$ cat src/hdl/cac_pkg.sv
// ----------------------------------------------------------------------------
// cac_pkg
// Types, register codes and reset values shared by the climate controller.
// ----------------------------------------------------------------------------
`default_nettype none

package cac_pkg;

  // Configuration register indexes, in write-port order.
  typedef enum logic [2:0] {
    CFG_ENABLE_FLAGS     = 3'd0,
    CFG_LIGHT_ON_MINUTE  = 3'd1,
    CFG_LIGHT_OFF_MINUTE = 3'd2,
    CFG_FAN_THRESHOLD    = 3'd3,
    CFG_FAN_HYSTERESIS   = 3'd4,
    CFG_ALARM_THRESHOLD  = 3'd5,
    CFG_ALARM_DWELL_MS   = 3'd6
  } cfg_idx_e;

  localparam int unsigned CfgIdxW  = 3;
  localparam int unsigned CfgDataW = 32;

  // Bit positions inside enable_flags.
  localparam int unsigned EnSchedBit = 0;
  localparam int unsigned EnFanBit   = 1;
  localparam int unsigned EnAlarmBit = 2;

  // Register reset values.
  localparam logic [2:0]  EnableFlagsRst    = 3'd0;
  localparam logic [10:0] LightOnMinuteRst  = 11'd360;
  localparam logic [10:0] LightOffMinuteRst = 11'd1320;
  localparam logic [11:0] FanThresholdRst   = 12'd280;
  localparam logic [9:0]  FanHysteresisRst  = 10'd20;
  localparam logic [9:0]  AlarmThresholdRst = 10'd300;
  localparam logic [31:0] AlarmDwellMsRst   = 32'd0;

  // Register file contents.
  typedef struct packed {
    logic [2:0]  enable_flags;
    logic [10:0] light_on_minute;
    logic [10:0] light_off_minute;
    logic [11:0] fan_threshold;
    logic [9:0]  fan_hysteresis;
    logic [9:0]  alarm_threshold;
    logic [31:0] alarm_dwell_ms;
  } cfg_t;

  // One poll word.
  typedef struct packed {
    logic [31:0] now_ms;
    logic [10:0] minute_of_day;
    logic        clock_valid;
    logic [11:0] inside_temp;
    logic        inside_fault;
    logic [9:0]  moisture_level;
    logic        moisture_calibrated;
    logic        moisture_fault;
  } poll_t;

  // One result word.
  typedef struct packed {
    logic lights_on;
    logic fans_on;
    logic alarm_active;
    logic alarm_new;
    logic lights_scheduled;
    logic fans_paused;
    logic schedule_enabled;
    logic outputs_changed;
  } res_t;

endpackage

`default_nettype wire

$ cat src/hdl/cac_if.sv
// ----------------------------------------------------------------------------
// cac_if
// Valid/ready channels for poll words and result words.
// ----------------------------------------------------------------------------
`default_nettype none

interface cac_poll_if;
  logic        valid;
  logic        ready;
  logic [31:0] now_ms;
  logic [10:0] minute_of_day;
  logic        clock_valid;
  logic signed [11:0] inside_temp;
  logic        inside_fault;
  logic [9:0]  moisture_level;
  logic        moisture_calibrated;
  logic        moisture_fault;

  modport source (
    output valid, now_ms, minute_of_day, clock_valid, inside_temp, inside_fault,
           moisture_level, moisture_calibrated, moisture_fault,
    input  ready
  );
  modport sink (
    input  valid, now_ms, minute_of_day, clock_valid, inside_temp, inside_fault,
           moisture_level, moisture_calibrated, moisture_fault,
    output ready
  );
endinterface

interface cac_res_if;
  logic valid;
  logic ready;
  logic lights_on;
  logic fans_on;
  logic alarm_active;
  logic alarm_new;
  logic lights_scheduled;
  logic fans_paused;
  logic schedule_enabled;
  logic outputs_changed;

  modport source (
    output valid, lights_on, fans_on, alarm_active, alarm_new, lights_scheduled,
           fans_paused, schedule_enabled, outputs_changed,
    input  ready
  );
  modport sink (
    input  valid, lights_on, fans_on, alarm_active, alarm_new, lights_scheduled,
           fans_paused, schedule_enabled, outputs_changed,
    output ready
  );
endinterface

`default_nettype wire

$ cat src/hdl/cac_cfg_regs.sv
// ----------------------------------------------------------------------------
// cac_cfg_regs
// Configuration register file with a plain write port.
// ----------------------------------------------------------------------------
`default_nettype none

module cac_cfg_regs (
  input  wire logic                          clk_i,
  input  wire logic                          rst_ni,
  input  wire logic                          cfg_we_i,
  input  wire logic [cac_pkg::CfgIdxW-1:0]   cfg_idx_i,
  input  wire logic [cac_pkg::CfgDataW-1:0]  cfg_wdata_i,
  output      cac_pkg::cfg_t                 cfg_o
);

  cac_pkg::cfg_t cfg_q, cfg_d;

  // Decode the write and replace the addressed field, truncated to its width.
  always_comb begin
    cfg_d = cfg_q;
    if (cfg_we_i) begin
      case (cac_pkg::cfg_idx_e'(cfg_idx_i))
        cac_pkg::CFG_ENABLE_FLAGS:     cfg_d.enable_flags     = cfg_wdata_i[2:0];
        cac_pkg::CFG_LIGHT_ON_MINUTE:  cfg_d.light_on_minute  = cfg_wdata_i[10:0];
        cac_pkg::CFG_LIGHT_OFF_MINUTE: cfg_d.light_off_minute = cfg_wdata_i[10:0];
        cac_pkg::CFG_FAN_THRESHOLD:    cfg_d.fan_threshold    = cfg_wdata_i[11:0];
        cac_pkg::CFG_FAN_HYSTERESIS:   cfg_d.fan_hysteresis   = cfg_wdata_i[9:0];
        cac_pkg::CFG_ALARM_THRESHOLD:  cfg_d.alarm_threshold  = cfg_wdata_i[9:0];
        cac_pkg::CFG_ALARM_DWELL_MS:   cfg_d.alarm_dwell_ms   = cfg_wdata_i[31:0];
        default: ;
      endcase
    end
  end

  always_ff @(posedge clk_i or negedge rst_ni) begin
    if (!rst_ni) begin
      cfg_q.enable_flags     <= cac_pkg::EnableFlagsRst;
      cfg_q.light_on_minute  <= cac_pkg::LightOnMinuteRst;
      cfg_q.light_off_minute <= cac_pkg::LightOffMinuteRst;
      cfg_q.fan_threshold    <= cac_pkg::FanThresholdRst;
      cfg_q.fan_hysteresis   <= cac_pkg::FanHysteresisRst;
      cfg_q.alarm_threshold  <= cac_pkg::AlarmThresholdRst;
      cfg_q.alarm_dwell_ms   <= cac_pkg::AlarmDwellMsRst;
    end else begin
      cfg_q <= cfg_d;
    end
  end

  assign cfg_o = cfg_q;

endmodule

`default_nettype wire

$ cat src/hdl/cac_decide.sv
// ----------------------------------------------------------------------------
// cac_decide
// Relay and alarm decision logic with the controller state registers.
// ----------------------------------------------------------------------------
`default_nettype none

module cac_decide (
  input  wire logic           clk_i,
  input  wire logic           rst_ni,
  input  wire cac_pkg::cfg_t  cfg_i,
  input  wire cac_pkg::poll_t poll_i,
  input  wire logic           step_i,
  output      cac_pkg::res_t  res_o
);

  logic        lights_q, lights_d;
  logic        fans_q, fans_d;
  logic        alarm_q, alarm_d;
  logic        below_valid_q, below_valid_d;
  logic [31:0] below_since_q, below_since_d;

  logic        sched_en, fan_en, alarm_en;
  logic        sched, paused;
  logic        lights_want, fans_want, alarm_want;
  logic        lights_chg, fans_chg, alarm_chg;
  logic signed [12:0] off_level;
  logic signed [12:0] temp_ext;
  logic signed [12:0] thr_ext;
  logic [31:0] since_eff;
  logic [31:0] elapsed;
  logic        qual, below;

  assign sched_en = cfg_i.enable_flags[cac_pkg::EnSchedBit];
  assign fan_en   = cfg_i.enable_flags[cac_pkg::EnFanBit];
  assign alarm_en = cfg_i.enable_flags[cac_pkg::EnAlarmBit];
  assign sched    = sched_en & poll_i.clock_valid;
  assign paused   = fan_en & poll_i.inside_fault;

  // Light window; an on minute above the off minute wraps past midnight.
  always_comb begin
    if (cfg_i.light_on_minute <= cfg_i.light_off_minute) begin
      lights_want = (poll_i.minute_of_day >= cfg_i.light_on_minute) &&
                    (poll_i.minute_of_day <  cfg_i.light_off_minute);
    end else begin
      lights_want = (poll_i.minute_of_day >= cfg_i.light_on_minute) ||
                    (poll_i.minute_of_day <  cfg_i.light_off_minute);
    end
  end
  assign lights_chg = sched && (lights_want != lights_q);
  assign lights_d   = sched ? lights_want : lights_q;

  // Fan hysteresis at 13 bits so the off level cannot overflow.
  assign temp_ext  = 13'(signed'(poll_i.inside_temp));
  assign thr_ext   = 13'(signed'(cfg_i.fan_threshold));
  assign off_level = thr_ext - signed'({3'b000, cfg_i.fan_hysteresis});
  assign fans_want = (temp_ext >= thr_ext) || (fans_q && (temp_ext > off_level));
  assign fans_chg  = fan_en && !poll_i.inside_fault && (fans_want != fans_q);
  assign fans_d    = (fan_en && !poll_i.inside_fault) ? fans_want : fans_q;

  // Moisture dwell timer; the start time is taken on the first low poll.
  assign qual      = alarm_en && poll_i.moisture_calibrated && !poll_i.moisture_fault;
  assign below     = poll_i.moisture_level < cfg_i.alarm_threshold;
  assign since_eff = below_valid_q ? below_since_q : poll_i.now_ms;
  assign elapsed   = poll_i.now_ms - since_eff;

  always_comb begin
    alarm_want    = 1'b0;
    below_valid_d = 1'b0;
    below_since_d = below_since_q;
    if (qual && below) begin
      below_valid_d = 1'b1;
      below_since_d = since_eff;
      alarm_want    = elapsed >= cfg_i.alarm_dwell_ms;
    end
  end
  assign alarm_chg = alarm_en && (alarm_want != alarm_q);
  assign alarm_d   = alarm_en ? alarm_want : alarm_q;

  // State advances once per poll that moves into the result register.
  always_ff @(posedge clk_i or negedge rst_ni) begin
    if (!rst_ni) begin
      lights_q      <= 1'b0;
      fans_q        <= 1'b0;
      alarm_q       <= 1'b0;
      below_valid_q <= 1'b0;
    end else if (step_i) begin
      lights_q      <= lights_d;
      fans_q        <= fans_d;
      alarm_q       <= alarm_d;
      below_valid_q <= below_valid_d;
    end
  end

  always_ff @(posedge clk_i) begin
    if (step_i) begin
      below_since_q <= below_since_d;
    end
  end

  // Result word for this poll.
  always_comb begin
    res_o.lights_on        = lights_d;
    res_o.fans_on          = fans_d;
    res_o.alarm_active     = alarm_d;
    res_o.alarm_new        = alarm_chg && alarm_want;
    res_o.lights_scheduled = sched;
    res_o.fans_paused      = paused;
    res_o.schedule_enabled = sched_en;
    res_o.outputs_changed  = lights_chg || fans_chg || alarm_chg;
  end

endmodule

`default_nettype wire

$ cat src/hdl/climate_automation_controller_core.sv
// ----------------------------------------------------------------------------
// climate_automation_controller_core
// Light schedule, fan hysteresis and moisture alarm control, one poll a word.
// ----------------------------------------------------------------------------
// The core takes one poll word per clock while results are being taken and
// returns one result word for each, in order. A poll is captured in an input
// register, decided by the compare logic and written to the result register
// once that is empty or being read; the sustained rate is one word per cycle
// while the receiver keeps result ready high. The input and result registers
// together give two words of buffering; poll ready follows result ready
// combinationally when both are full. Configuration writes take effect on
// the next cycle and are meant to happen while no poll is in flight.
`default_nettype none

module climate_automation_controller_core (
  input  wire logic                         clk_i,
  input  wire logic                         rst_ni,
  input  wire logic                         cfg_we_i,
  input  wire logic [cac_pkg::CfgIdxW-1:0]  cfg_idx_i,
  input  wire logic [cac_pkg::CfgDataW-1:0] cfg_wdata_i,
  cac_poll_if.sink                          poll_i,
  cac_res_if.source                         result_o
);

  cac_pkg::cfg_t  cfg;
  cac_pkg::poll_t poll_in;
  cac_pkg::poll_t poll_q;
  cac_pkg::res_t  res;
  cac_pkg::res_t  res_q;
  logic           in_valid_q, in_valid_d;
  logic           out_valid_q, out_valid_d;
  logic           accept, adv;

  cac_cfg_regs u_cfg (
    .clk_i       (clk_i),
    .rst_ni      (rst_ni),
    .cfg_we_i    (cfg_we_i),
    .cfg_idx_i   (cfg_idx_i),
    .cfg_wdata_i (cfg_wdata_i),
    .cfg_o       (cfg)
  );

  // Pack the channel fields into a poll word.
  always_comb begin
    poll_in.now_ms              = poll_i.now_ms;
    poll_in.minute_of_day       = poll_i.minute_of_day;
    poll_in.clock_valid         = poll_i.clock_valid;
    poll_in.inside_temp         = poll_i.inside_temp;
    poll_in.inside_fault        = poll_i.inside_fault;
    poll_in.moisture_level      = poll_i.moisture_level;
    poll_in.moisture_calibrated = poll_i.moisture_calibrated;
    poll_in.moisture_fault      = poll_i.moisture_fault;
  end

  // Pipeline handshake: a word moves on when the next stage is free.
  assign adv          = in_valid_q && (!out_valid_q || result_o.ready);
  assign poll_i.ready = !in_valid_q || adv;
  assign accept       = poll_i.valid && poll_i.ready;

  always_comb begin
    in_valid_d = in_valid_q;
    if (accept) begin
      in_valid_d = 1'b1;
    end else if (adv) begin
      in_valid_d = 1'b0;
    end
    out_valid_d = out_valid_q;
    if (adv) begin
      out_valid_d = 1'b1;
    end else if (result_o.ready) begin
      out_valid_d = 1'b0;
    end
  end

  always_ff @(posedge clk_i or negedge rst_ni) begin
    if (!rst_ni) begin
      in_valid_q  <= 1'b0;
      out_valid_q <= 1'b0;
    end else begin
      in_valid_q  <= in_valid_d;
      out_valid_q <= out_valid_d;
    end
  end

  // Input and result payload registers.
  always_ff @(posedge clk_i) begin
    if (accept) begin
      poll_q <= poll_in;
    end
    if (adv) begin
      res_q <= res;
    end
  end

  cac_decide u_decide (
    .clk_i  (clk_i),
    .rst_ni (rst_ni),
    .cfg_i  (cfg),
    .poll_i (poll_q),
    .step_i (adv),
    .res_o  (res)
  );

  // Drive the result channel.
  assign result_o.valid            = out_valid_q;
  assign result_o.lights_on        = res_q.lights_on;
  assign result_o.fans_on          = res_q.fans_on;
  assign result_o.alarm_active     = res_q.alarm_active;
  assign result_o.alarm_new        = res_q.alarm_new;
  assign result_o.lights_scheduled = res_q.lights_scheduled;
  assign result_o.fans_paused      = res_q.fans_paused;
  assign result_o.schedule_enabled = res_q.schedule_enabled;
  assign result_o.outputs_changed  = res_q.outputs_changed;

  // An accepted poll sits in the input register on the next cycle.
  a_accept_lands: assert property (@(posedge clk_i) disable iff (!rst_ni)
    accept |=> in_valid_q)
    else $error("accepted poll did not reach the input register");

  // A result appears only after a word moved out of the input register.
  a_result_source: assert property (@(posedge clk_i) disable iff (!rst_ni)
    $rose(out_valid_q) |-> $past(adv))
    else $error("result became valid without a decided poll");

  // A newly fired alarm is always reported as active.
  a_alarm_new_active: assert property (@(posedge clk_i) disable iff (!rst_ni)
    (result_o.valid && result_o.alarm_new) |-> result_o.alarm_active)
    else $error("alarm_new without alarm_active");

  // Scheduled lights imply the schedule enable bit.
  a_sched_enabled: assert property (@(posedge clk_i) disable iff (!rst_ni)
    (result_o.valid && result_o.lights_scheduled) |-> result_o.schedule_enabled)
    else $error("lights scheduled while schedule disabled");

endmodule

`default_nettype wire

$ cat src/flat_wrapper.sv
// flat-port wrapper written by rule: the top's interface ports become plain ports
module climate_automation_controller_core_flat 
  (clk_i, rst_ni, cfg_we_i, cfg_idx_i, cfg_wdata_i, poll_i_valid, poll_i_now_ms, poll_i_minute_of_day, poll_i_clock_valid, poll_i_inside_temp, poll_i_inside_fault, poll_i_moisture_level, poll_i_moisture_calibrated, poll_i_moisture_fault, poll_i_ready, result_o_valid, result_o_lights_on, result_o_fans_on, result_o_alarm_active, result_o_alarm_new, result_o_lights_scheduled, result_o_fans_paused, result_o_schedule_enabled, result_o_outputs_changed, result_o_ready);
  cac_poll_if poll_i_i ();
  cac_res_if result_o_i ();
  input  wire logic clk_i;
  input  wire logic rst_ni;
  input  wire logic cfg_we_i;
  input  wire logic [cac_pkg::CfgIdxW-1:0] cfg_idx_i;
  input  wire logic [cac_pkg::CfgDataW-1:0] cfg_wdata_i;
  input wire logic [$bits(poll_i_i.valid)-1:0] poll_i_valid;
  input wire logic [$bits(poll_i_i.now_ms)-1:0] poll_i_now_ms;
  input wire logic [$bits(poll_i_i.minute_of_day)-1:0] poll_i_minute_of_day;
  input wire logic [$bits(poll_i_i.clock_valid)-1:0] poll_i_clock_valid;
  input wire logic [$bits(poll_i_i.inside_temp)-1:0] poll_i_inside_temp;
  input wire logic [$bits(poll_i_i.inside_fault)-1:0] poll_i_inside_fault;
  input wire logic [$bits(poll_i_i.moisture_level)-1:0] poll_i_moisture_level;
  input wire logic [$bits(poll_i_i.moisture_calibrated)-1:0] poll_i_moisture_calibrated;
  input wire logic [$bits(poll_i_i.moisture_fault)-1:0] poll_i_moisture_fault;
  output wire logic [$bits(poll_i_i.ready)-1:0] poll_i_ready;
  output wire logic [$bits(result_o_i.valid)-1:0] result_o_valid;
  output wire logic [$bits(result_o_i.lights_on)-1:0] result_o_lights_on;
  output wire logic [$bits(result_o_i.fans_on)-1:0] result_o_fans_on;
  output wire logic [$bits(result_o_i.alarm_active)-1:0] result_o_alarm_active;
  output wire logic [$bits(result_o_i.alarm_new)-1:0] result_o_alarm_new;
  output wire logic [$bits(result_o_i.lights_scheduled)-1:0] result_o_lights_scheduled;
  output wire logic [$bits(result_o_i.fans_paused)-1:0] result_o_fans_paused;
  output wire logic [$bits(result_o_i.schedule_enabled)-1:0] result_o_schedule_enabled;
  output wire logic [$bits(result_o_i.outputs_changed)-1:0] result_o_outputs_changed;
  input wire logic [$bits(result_o_i.ready)-1:0] result_o_ready;
  assign poll_i_i.valid = poll_i_valid;
  assign poll_i_i.now_ms = poll_i_now_ms;
  assign poll_i_i.minute_of_day = poll_i_minute_of_day;
  assign poll_i_i.clock_valid = poll_i_clock_valid;
  assign poll_i_i.inside_temp = poll_i_inside_temp;
  assign poll_i_i.inside_fault = poll_i_inside_fault;
  assign poll_i_i.moisture_level = poll_i_moisture_level;
  assign poll_i_i.moisture_calibrated = poll_i_moisture_calibrated;
  assign poll_i_i.moisture_fault = poll_i_moisture_fault;
  assign poll_i_ready = poll_i_i.ready;
  assign result_o_valid = result_o_i.valid;
  assign result_o_lights_on = result_o_i.lights_on;
  assign result_o_fans_on = result_o_i.fans_on;
  assign result_o_alarm_active = result_o_i.alarm_active;
  assign result_o_alarm_new = result_o_i.alarm_new;
  assign result_o_lights_scheduled = result_o_i.lights_scheduled;
  assign result_o_fans_paused = result_o_i.fans_paused;
  assign result_o_schedule_enabled = result_o_i.schedule_enabled;
  assign result_o_outputs_changed = result_o_i.outputs_changed;
  assign result_o_i.ready = result_o_ready;
  climate_automation_controller_core u_core (.clk_i(clk_i), .rst_ni(rst_ni), .cfg_we_i(cfg_we_i), .cfg_idx_i(cfg_idx_i), .cfg_wdata_i(cfg_wdata_i), .poll_i(poll_i_i), .result_o(result_o_i));
endmodule
$ cat config.mk
export PLATFORM = sky130hd
export DESIGN_NAME = climate_automation_controller_core_flat
export DESIGN_NICKNAME = d
export VERILOG_FILES = /design/src/hdl/cac_pkg.sv /design/src/hdl/cac_if.sv /design/src/hdl/cac_cfg_regs.sv /design/src/hdl/cac_decide.sv /design/src/hdl/climate_automation_controller_core.sv /design/src/flat_wrapper.sv
export SDC_FILE = /design/constraint.sdc
export NUM_CORES = 1
export LEC_CHECK = 0
export BUFFER_PORTS_ARGS = -buffer_cell sky130_fd_sc_hd__buf_4
export CAP_MARGIN = 20
export CORE_MARGIN = 4
export CORE_UTILIZATION = 55
export DETAILED_ROUTE_END_ITERATION = 8
export PLACE_DENSITY_LB_ADDON = 0.15
export SYNTH_ARGS = -nofsm -noshare
export SYNTH_HDL_FRONTEND = slang
export SYNTH_SLANG_ARGS = --single-unit
export TNS_END_PERCENT = 1
$ cat constraint.sdc
create_clock -name clk_i -period 6.1 [get_ports clk_i]
set_input_delay 1.22 -clock clk_i [delete_from_list [all_inputs] [get_ports clk_i]]
set_output_delay 1.22 -clock clk_i [all_outputs]
set_load 0.01 [all_outputs]
Yosys cells after proc, flatten, opt, wreduce, memory -nomap -nowiden
Cells that the tools add are included.
{ "classes": {"addsub": 2, "n_lt_le_gt_ge": 7, "n_eq_ne": 9, "muxes": 11, "n_bitwise": 2, "n_reduce_logical": 33} }
{ "op_table": {"columns": ["op", "count"], "rows": [
  ["greater-or-equal comparator 32 bit", 1],
  ["2-to-1 mux 32 bit", 1],
  ["subtractor 32 bit", 1],
  ["AND reduction 2 bit", 8],
  ["> comparator 12 x 13 -> 1 bit", 1],
  ["subtractor 12 x 11 -> 13 bit", 1],
  ["greater-or-equal comparator 12 bit", 1],
  ["logical AND 1 bit", 12],
  ["greater-or-equal comparator 11 bit", 1],
  ["<= comparator 11 bit", 1],
  ["less-than comparator 11 bit", 1],
  ["less-than comparator 10 bit", 1],
  ["2-to-1 mux 1 bit", 10],
  ["equality test 3 bit (second input constant)", 3],
  ["equality test 3 x 2 -> 1 bit (second input constant)", 2],
  ["logical OR 1 bit", 6],
  ["logical NOT 1 bit", 4],
  ["nonzero test 2 bit", 2],
  ["equality test 3 x 1 -> 1 bit (second input constant)", 1],
  ["logical NOT 3 bit", 1],
  ["!= test 1 bit", 3],
  ["AND 1 bit", 2]
]} }
{ "totals": {"register_bits": 204, "input_bits": 109, "output_inout_bits": 10, "elab_cells": 94} }

Longest topological paths before layout
{ "logic_depth": {"depth_word": 8, "mapped_depth": 24, "depth_no_buf": 22} }

Cells and area by module
Synthesis repeated with hierarchy kept, for this count alone.
{ "hier_totals": {"cells_unflattened": 1026, "area_unflattened_um2": 12015.3} }
{ "modules_own_cells": {"columns": ["mod", "n_inst", "cells_per_inst", "area_per_inst_um2", "seq_area_each_um2"], "rows": [
  ["cac_decide", 1, 748, 6232.2, 1061.0],
  ["cac_cfg_regs", 1, 193, 3367.0, 2248.4],
  ["climate_automation_controller_core", 1, 85, 2416.1, 2362.3]
]} }

Least setup slack after synthesis
OpenSTA, ideal clock, no wires.
{ "synth_timing": {"path_type": "register -> register", "startpoint": "register u_core.u_decide.below_valid_q", "endpoint": "register u_core.res_q, in the netlist u_core.result_o.outputs_changed, data pin", "setup_ns": 0.271, "arrival_time_ns": 4.393, "required_ns": 5.829, "slack_ns": 1.436, "path_stages_with_launch": 22, "path_buffers": 2, "synth_period_minus_slack_ns": 4.664, "path_cell_list": "dfrtp_1 clkbuf_1 clkbuf_1 mux2i_1 ha_1 a21oi_1 nand2_1 o211a_1 o2111ai_1 nand2_1 a221oi_1 a21oi_1 xor2_1 ha_1 a21oi_1 nor2_1 a211oi_1 o211ai_1 o21ai_0 a21o_1 xnor2_1 o221ai_1"} }
{ "synth_lines": {"columns": ["item", "line_no", "source"], "rows": [
  ["start, declared", "cac_decide.sv:19", "logic below_valid_q, below_valid_d;"],
  ["start signal, assigned", "cac_decide.sv:90", "below_valid_q <= below_valid_d;"],
  ["end signal, assigned", "climate_automation_controller_core.sv:91", "res_q <= res;"],
  ["end, declared", "climate_automation_controller_core.sv:29", "cac_pkg::res_t res_q;"]
]} }

==> out/qor.yml <==
power_and_ir_drop:
  p_sw_mw: 1.44
  p_clk_share_pct: 28.7
  totalPowerFinal_mw: 4.62
  sequentialPowerShare_pct: 38.9
  power_density_nw_per_um2: 338
  leakage_nw: 6.14
  internal-power_mw: 3.18
  peakVddDrop_mv: 0.185
  swShare_pct: 31.1
  combPwrFrac_pct: 32.4
die:
  die_y_um: 154
  rows: 53
  fp.coreArea_um2: 21000
  dieArea_um2: 23700
  die_w_um: 154
  io_pins: 119
  start_util_pct: 55.8
clock_network:
  numCtsBuffers: 23
  cts_root_buffer: "clkbuf_16"
  cts_tree: "done"
  hold_buffers: 0
  ctsHtreeMaxLevel: 1
  cts-resized-gates: 0
  clock_latency_ps: 500
  postCtsSetupRepairBufs: 0
  cts.sinks: 204
  clk_path_buf_depth: 3
  clk_pin_slew_worst_paths_ps: 60
final_layout:
  antennaDiodeCount: 0
  seqCellArea_um2: 5670
  area_delta_synth_final_pct: 16.9
  largest_reg_flops: 89
  drive_gt1_share_pct: 21.0
  finalNonFillerCells: 1475
  fin_util_pct: 65.3
  multiInputGateArea_um2: 5470
  layout.nets: 1435
  fillers: 1663
  fin_area_um2: 13700
min_path:
  hold_depth: 0
  hold_path_class: "flop to flop"
  min_from: "u_core.u_cfg.cfg_o[86]"
synth:
  synth_cell_types: 57
  yosysSeqAreaShare_pct: 48.5
  synth.largest_area_cell: "edfxtp_1"
  synth.cell_area_um2: 11700
  synth_cells: 1052
  synth_commonest_cells: "ha_1 (140), inv_1 (133), edfxtp_1 (109)"
  yosys_register_bits: 204
  netlist_top_cells_area: "edfxtp_1 (28%), dfrtp_1 (17%), ha_1 (15%), mux2_2 (6.0%), inv_1 (4.3%)"
  synth_fp_nets: 1303
  async_reset_ff_share_pct: 46.6
  ys.flop_type: "edfxtp_1"
  yosysTopAreaCellShare_pct: 28.0
  synth_edf_count: 109
  yosys_warnings: 0
  synth.most_common_cell: "ha_1"
  avgSynthCellArea_um2: 11.1
placed_design:
  dpl.cell_count: 1433
  port_buffers: 118
  dp_slack_ps: 1170
  place_congestion: 0.906
  placed_area_um2: 12900
  place_hpwl_um: 18300
sta:
  skew_ps: 11.2
  period_minus_slack_ps: 4890
  slew_headroom_pct: 32.8
  whs_ps: 502
  rsz0062_at_grt: "false"
  fin_crit_sh_pct: 80.2
  worst_slew_pin_slew_ps: 1010
  clock.fmax_ghz: 0.204
  hold_viol_final: 0
  setup_tns_ps: 0
  maxSlewViolCount: 0
  worst_slack_ps: 1210
  setup_viol: 0
route:
  viasPerCell: 5.43
  antenna_left: 0
  route.detailed.drc: 0
  dr.pass1.iters: 5
  wl_per_cell_um: 16.6
  vias: 8015
  totalWireLength_um: 24500
  drt_iter0_markers: 334
setup_path:
  worstPathMaxFanout: 20
  r2r_cells: 19
  crit_arrival_ps: 5120
  r2r_start: "u_core.u_decide.below_valid_q"
  start_kind: "flop"
  crit_start: "u_core.u_decide.below_valid_q"
  crit_path_end_kind: "flop"
  path_class: "flop to flop"
  cp.required_ps: 6330
outcome:
  outcome: "finished clean"
global_routing:
  grt_use_total_pct: 20.8
  grt_max_degree: 70
  antenna_found_initial: 0
  grt_pass1_wl_um: 40500
  grt_pass1_vias: 8090
  grt_overflow: 0
job:
  maxCapViolations: 0
==> final timing paths <==
path | end | slack [ps]
worst max-delay path | u_core.result_o.outputs_changed | 1210
worst min-delay path | u_core.result_o.schedule_enabled | 500
worst max register to register | u_core.result_o.outputs_changed | 1210
worst min register to register | u_core.result_o.schedule_enabled | 500
max in group asynchronous | u_core.u_cfg.cfg_o[30] | 4300
min in group asynchronous | u_core.u_cfg.cfg_o[68] | 710
==> layer usage <==
metal	up-vias	global-route usage (%)	routed length (um)
li1	4019	-	-
met1	3797	30.2	11600
met2	175	33.5	11300
met3	24	3.66	1200
met4	0	3.62	332
met5	-	0	0
==> power by group through the flow <==
stage          Combinational (mW)  Clock, mW  Sequential [mW]
6_report                     1.50       1.33             1.80
4_1_cts                      1.51       1.37             1.80
3_3_place_gp                 1.45          0             1.81
3_5_place_dp                 1.49          0             1.82
2_1_floorplan                1.11          0             1.78
5_1_grt                      1.72       1.43             1.82
==> logic make-up after synthesis <==
family          synth area share [%]
xor+xnor                        2.85
simple gates                    8.40
mux                             8.71
buf+inv                         4.85
fa+ha+maj                       15.3
flops                           48.5
compound gates                  11.4
==> worst max-delay path, stage by stage (launching register included) <==
cell	delay, ps
dfrtp_2	720
mux2i_1	380
ha_1	320
a21oi_1	190
nand2_1	70
o211a_1	240
o2111ai_1	210
nand2_1	150
a221oi_1	380
a21oi_1	150
xor2_1	170
ha_1	300
a21oi_1	160
nor2_1	70
a211oi_1	300
o211ai_1	140
o21ai_0	190
a21o_1	210
xnor2_1	130
o221ai_1	130
==> layout by cell type (no fill, tap or decap), types with 4 or more instances in the layout <==
cell | netlist | layout
a211oi_1 | 8 | 8
o21a_1 | 10 | 10
clkbuf_8 | 0 | 10
a21o_1 | 23 | 23
dfrtp_1 | 78 | 77
nand4_1 | 15 | 15
xor2_1 | 13 | 13
nand2b_1 | 15 | 15
nor2b_1 | 6 | 6
buf_4 | 0 | 124
edfxtp_1 | 109 | 109
xnor2_1 | 25 | 25
nand2_1 | 69 | 69
inv_1 | 133 | 133
o21ai_1 | 6 | 6
or2_2 | 4 | 4
clkinv_2 | 0 | 5
o21bai_1 | 6 | 6
mux2_2 | 62 | 62
a31oi_1 | 4 | 4
and2_1 | 5 | 4
dfstp_2 | 17 | 17
mux2i_1 | 32 | 32
clkbuf_16 | 0 | 23
nand3_1 | 13 | 13
o211ai_1 | 6 | 6
nor2_1 | 40 | 39
nor3_1 | 14 | 14
ha_1 | 140 | 140
a21oi_1 | 71 | 71
o21ai_0 | 63 | 63
==> area by class of cell <==
class / instances / area share, %
clock buffer: 36 / 5.30
sequential: 204 / 41.5
multi-input combinational: 697 / 40.0
timing repair buffer: 125 / 6.89
inverter: 133 / 3.65
clock inverter: 5 / 0.183
tap: 275 / 2.52
Power figures use the tool's default switching activity.
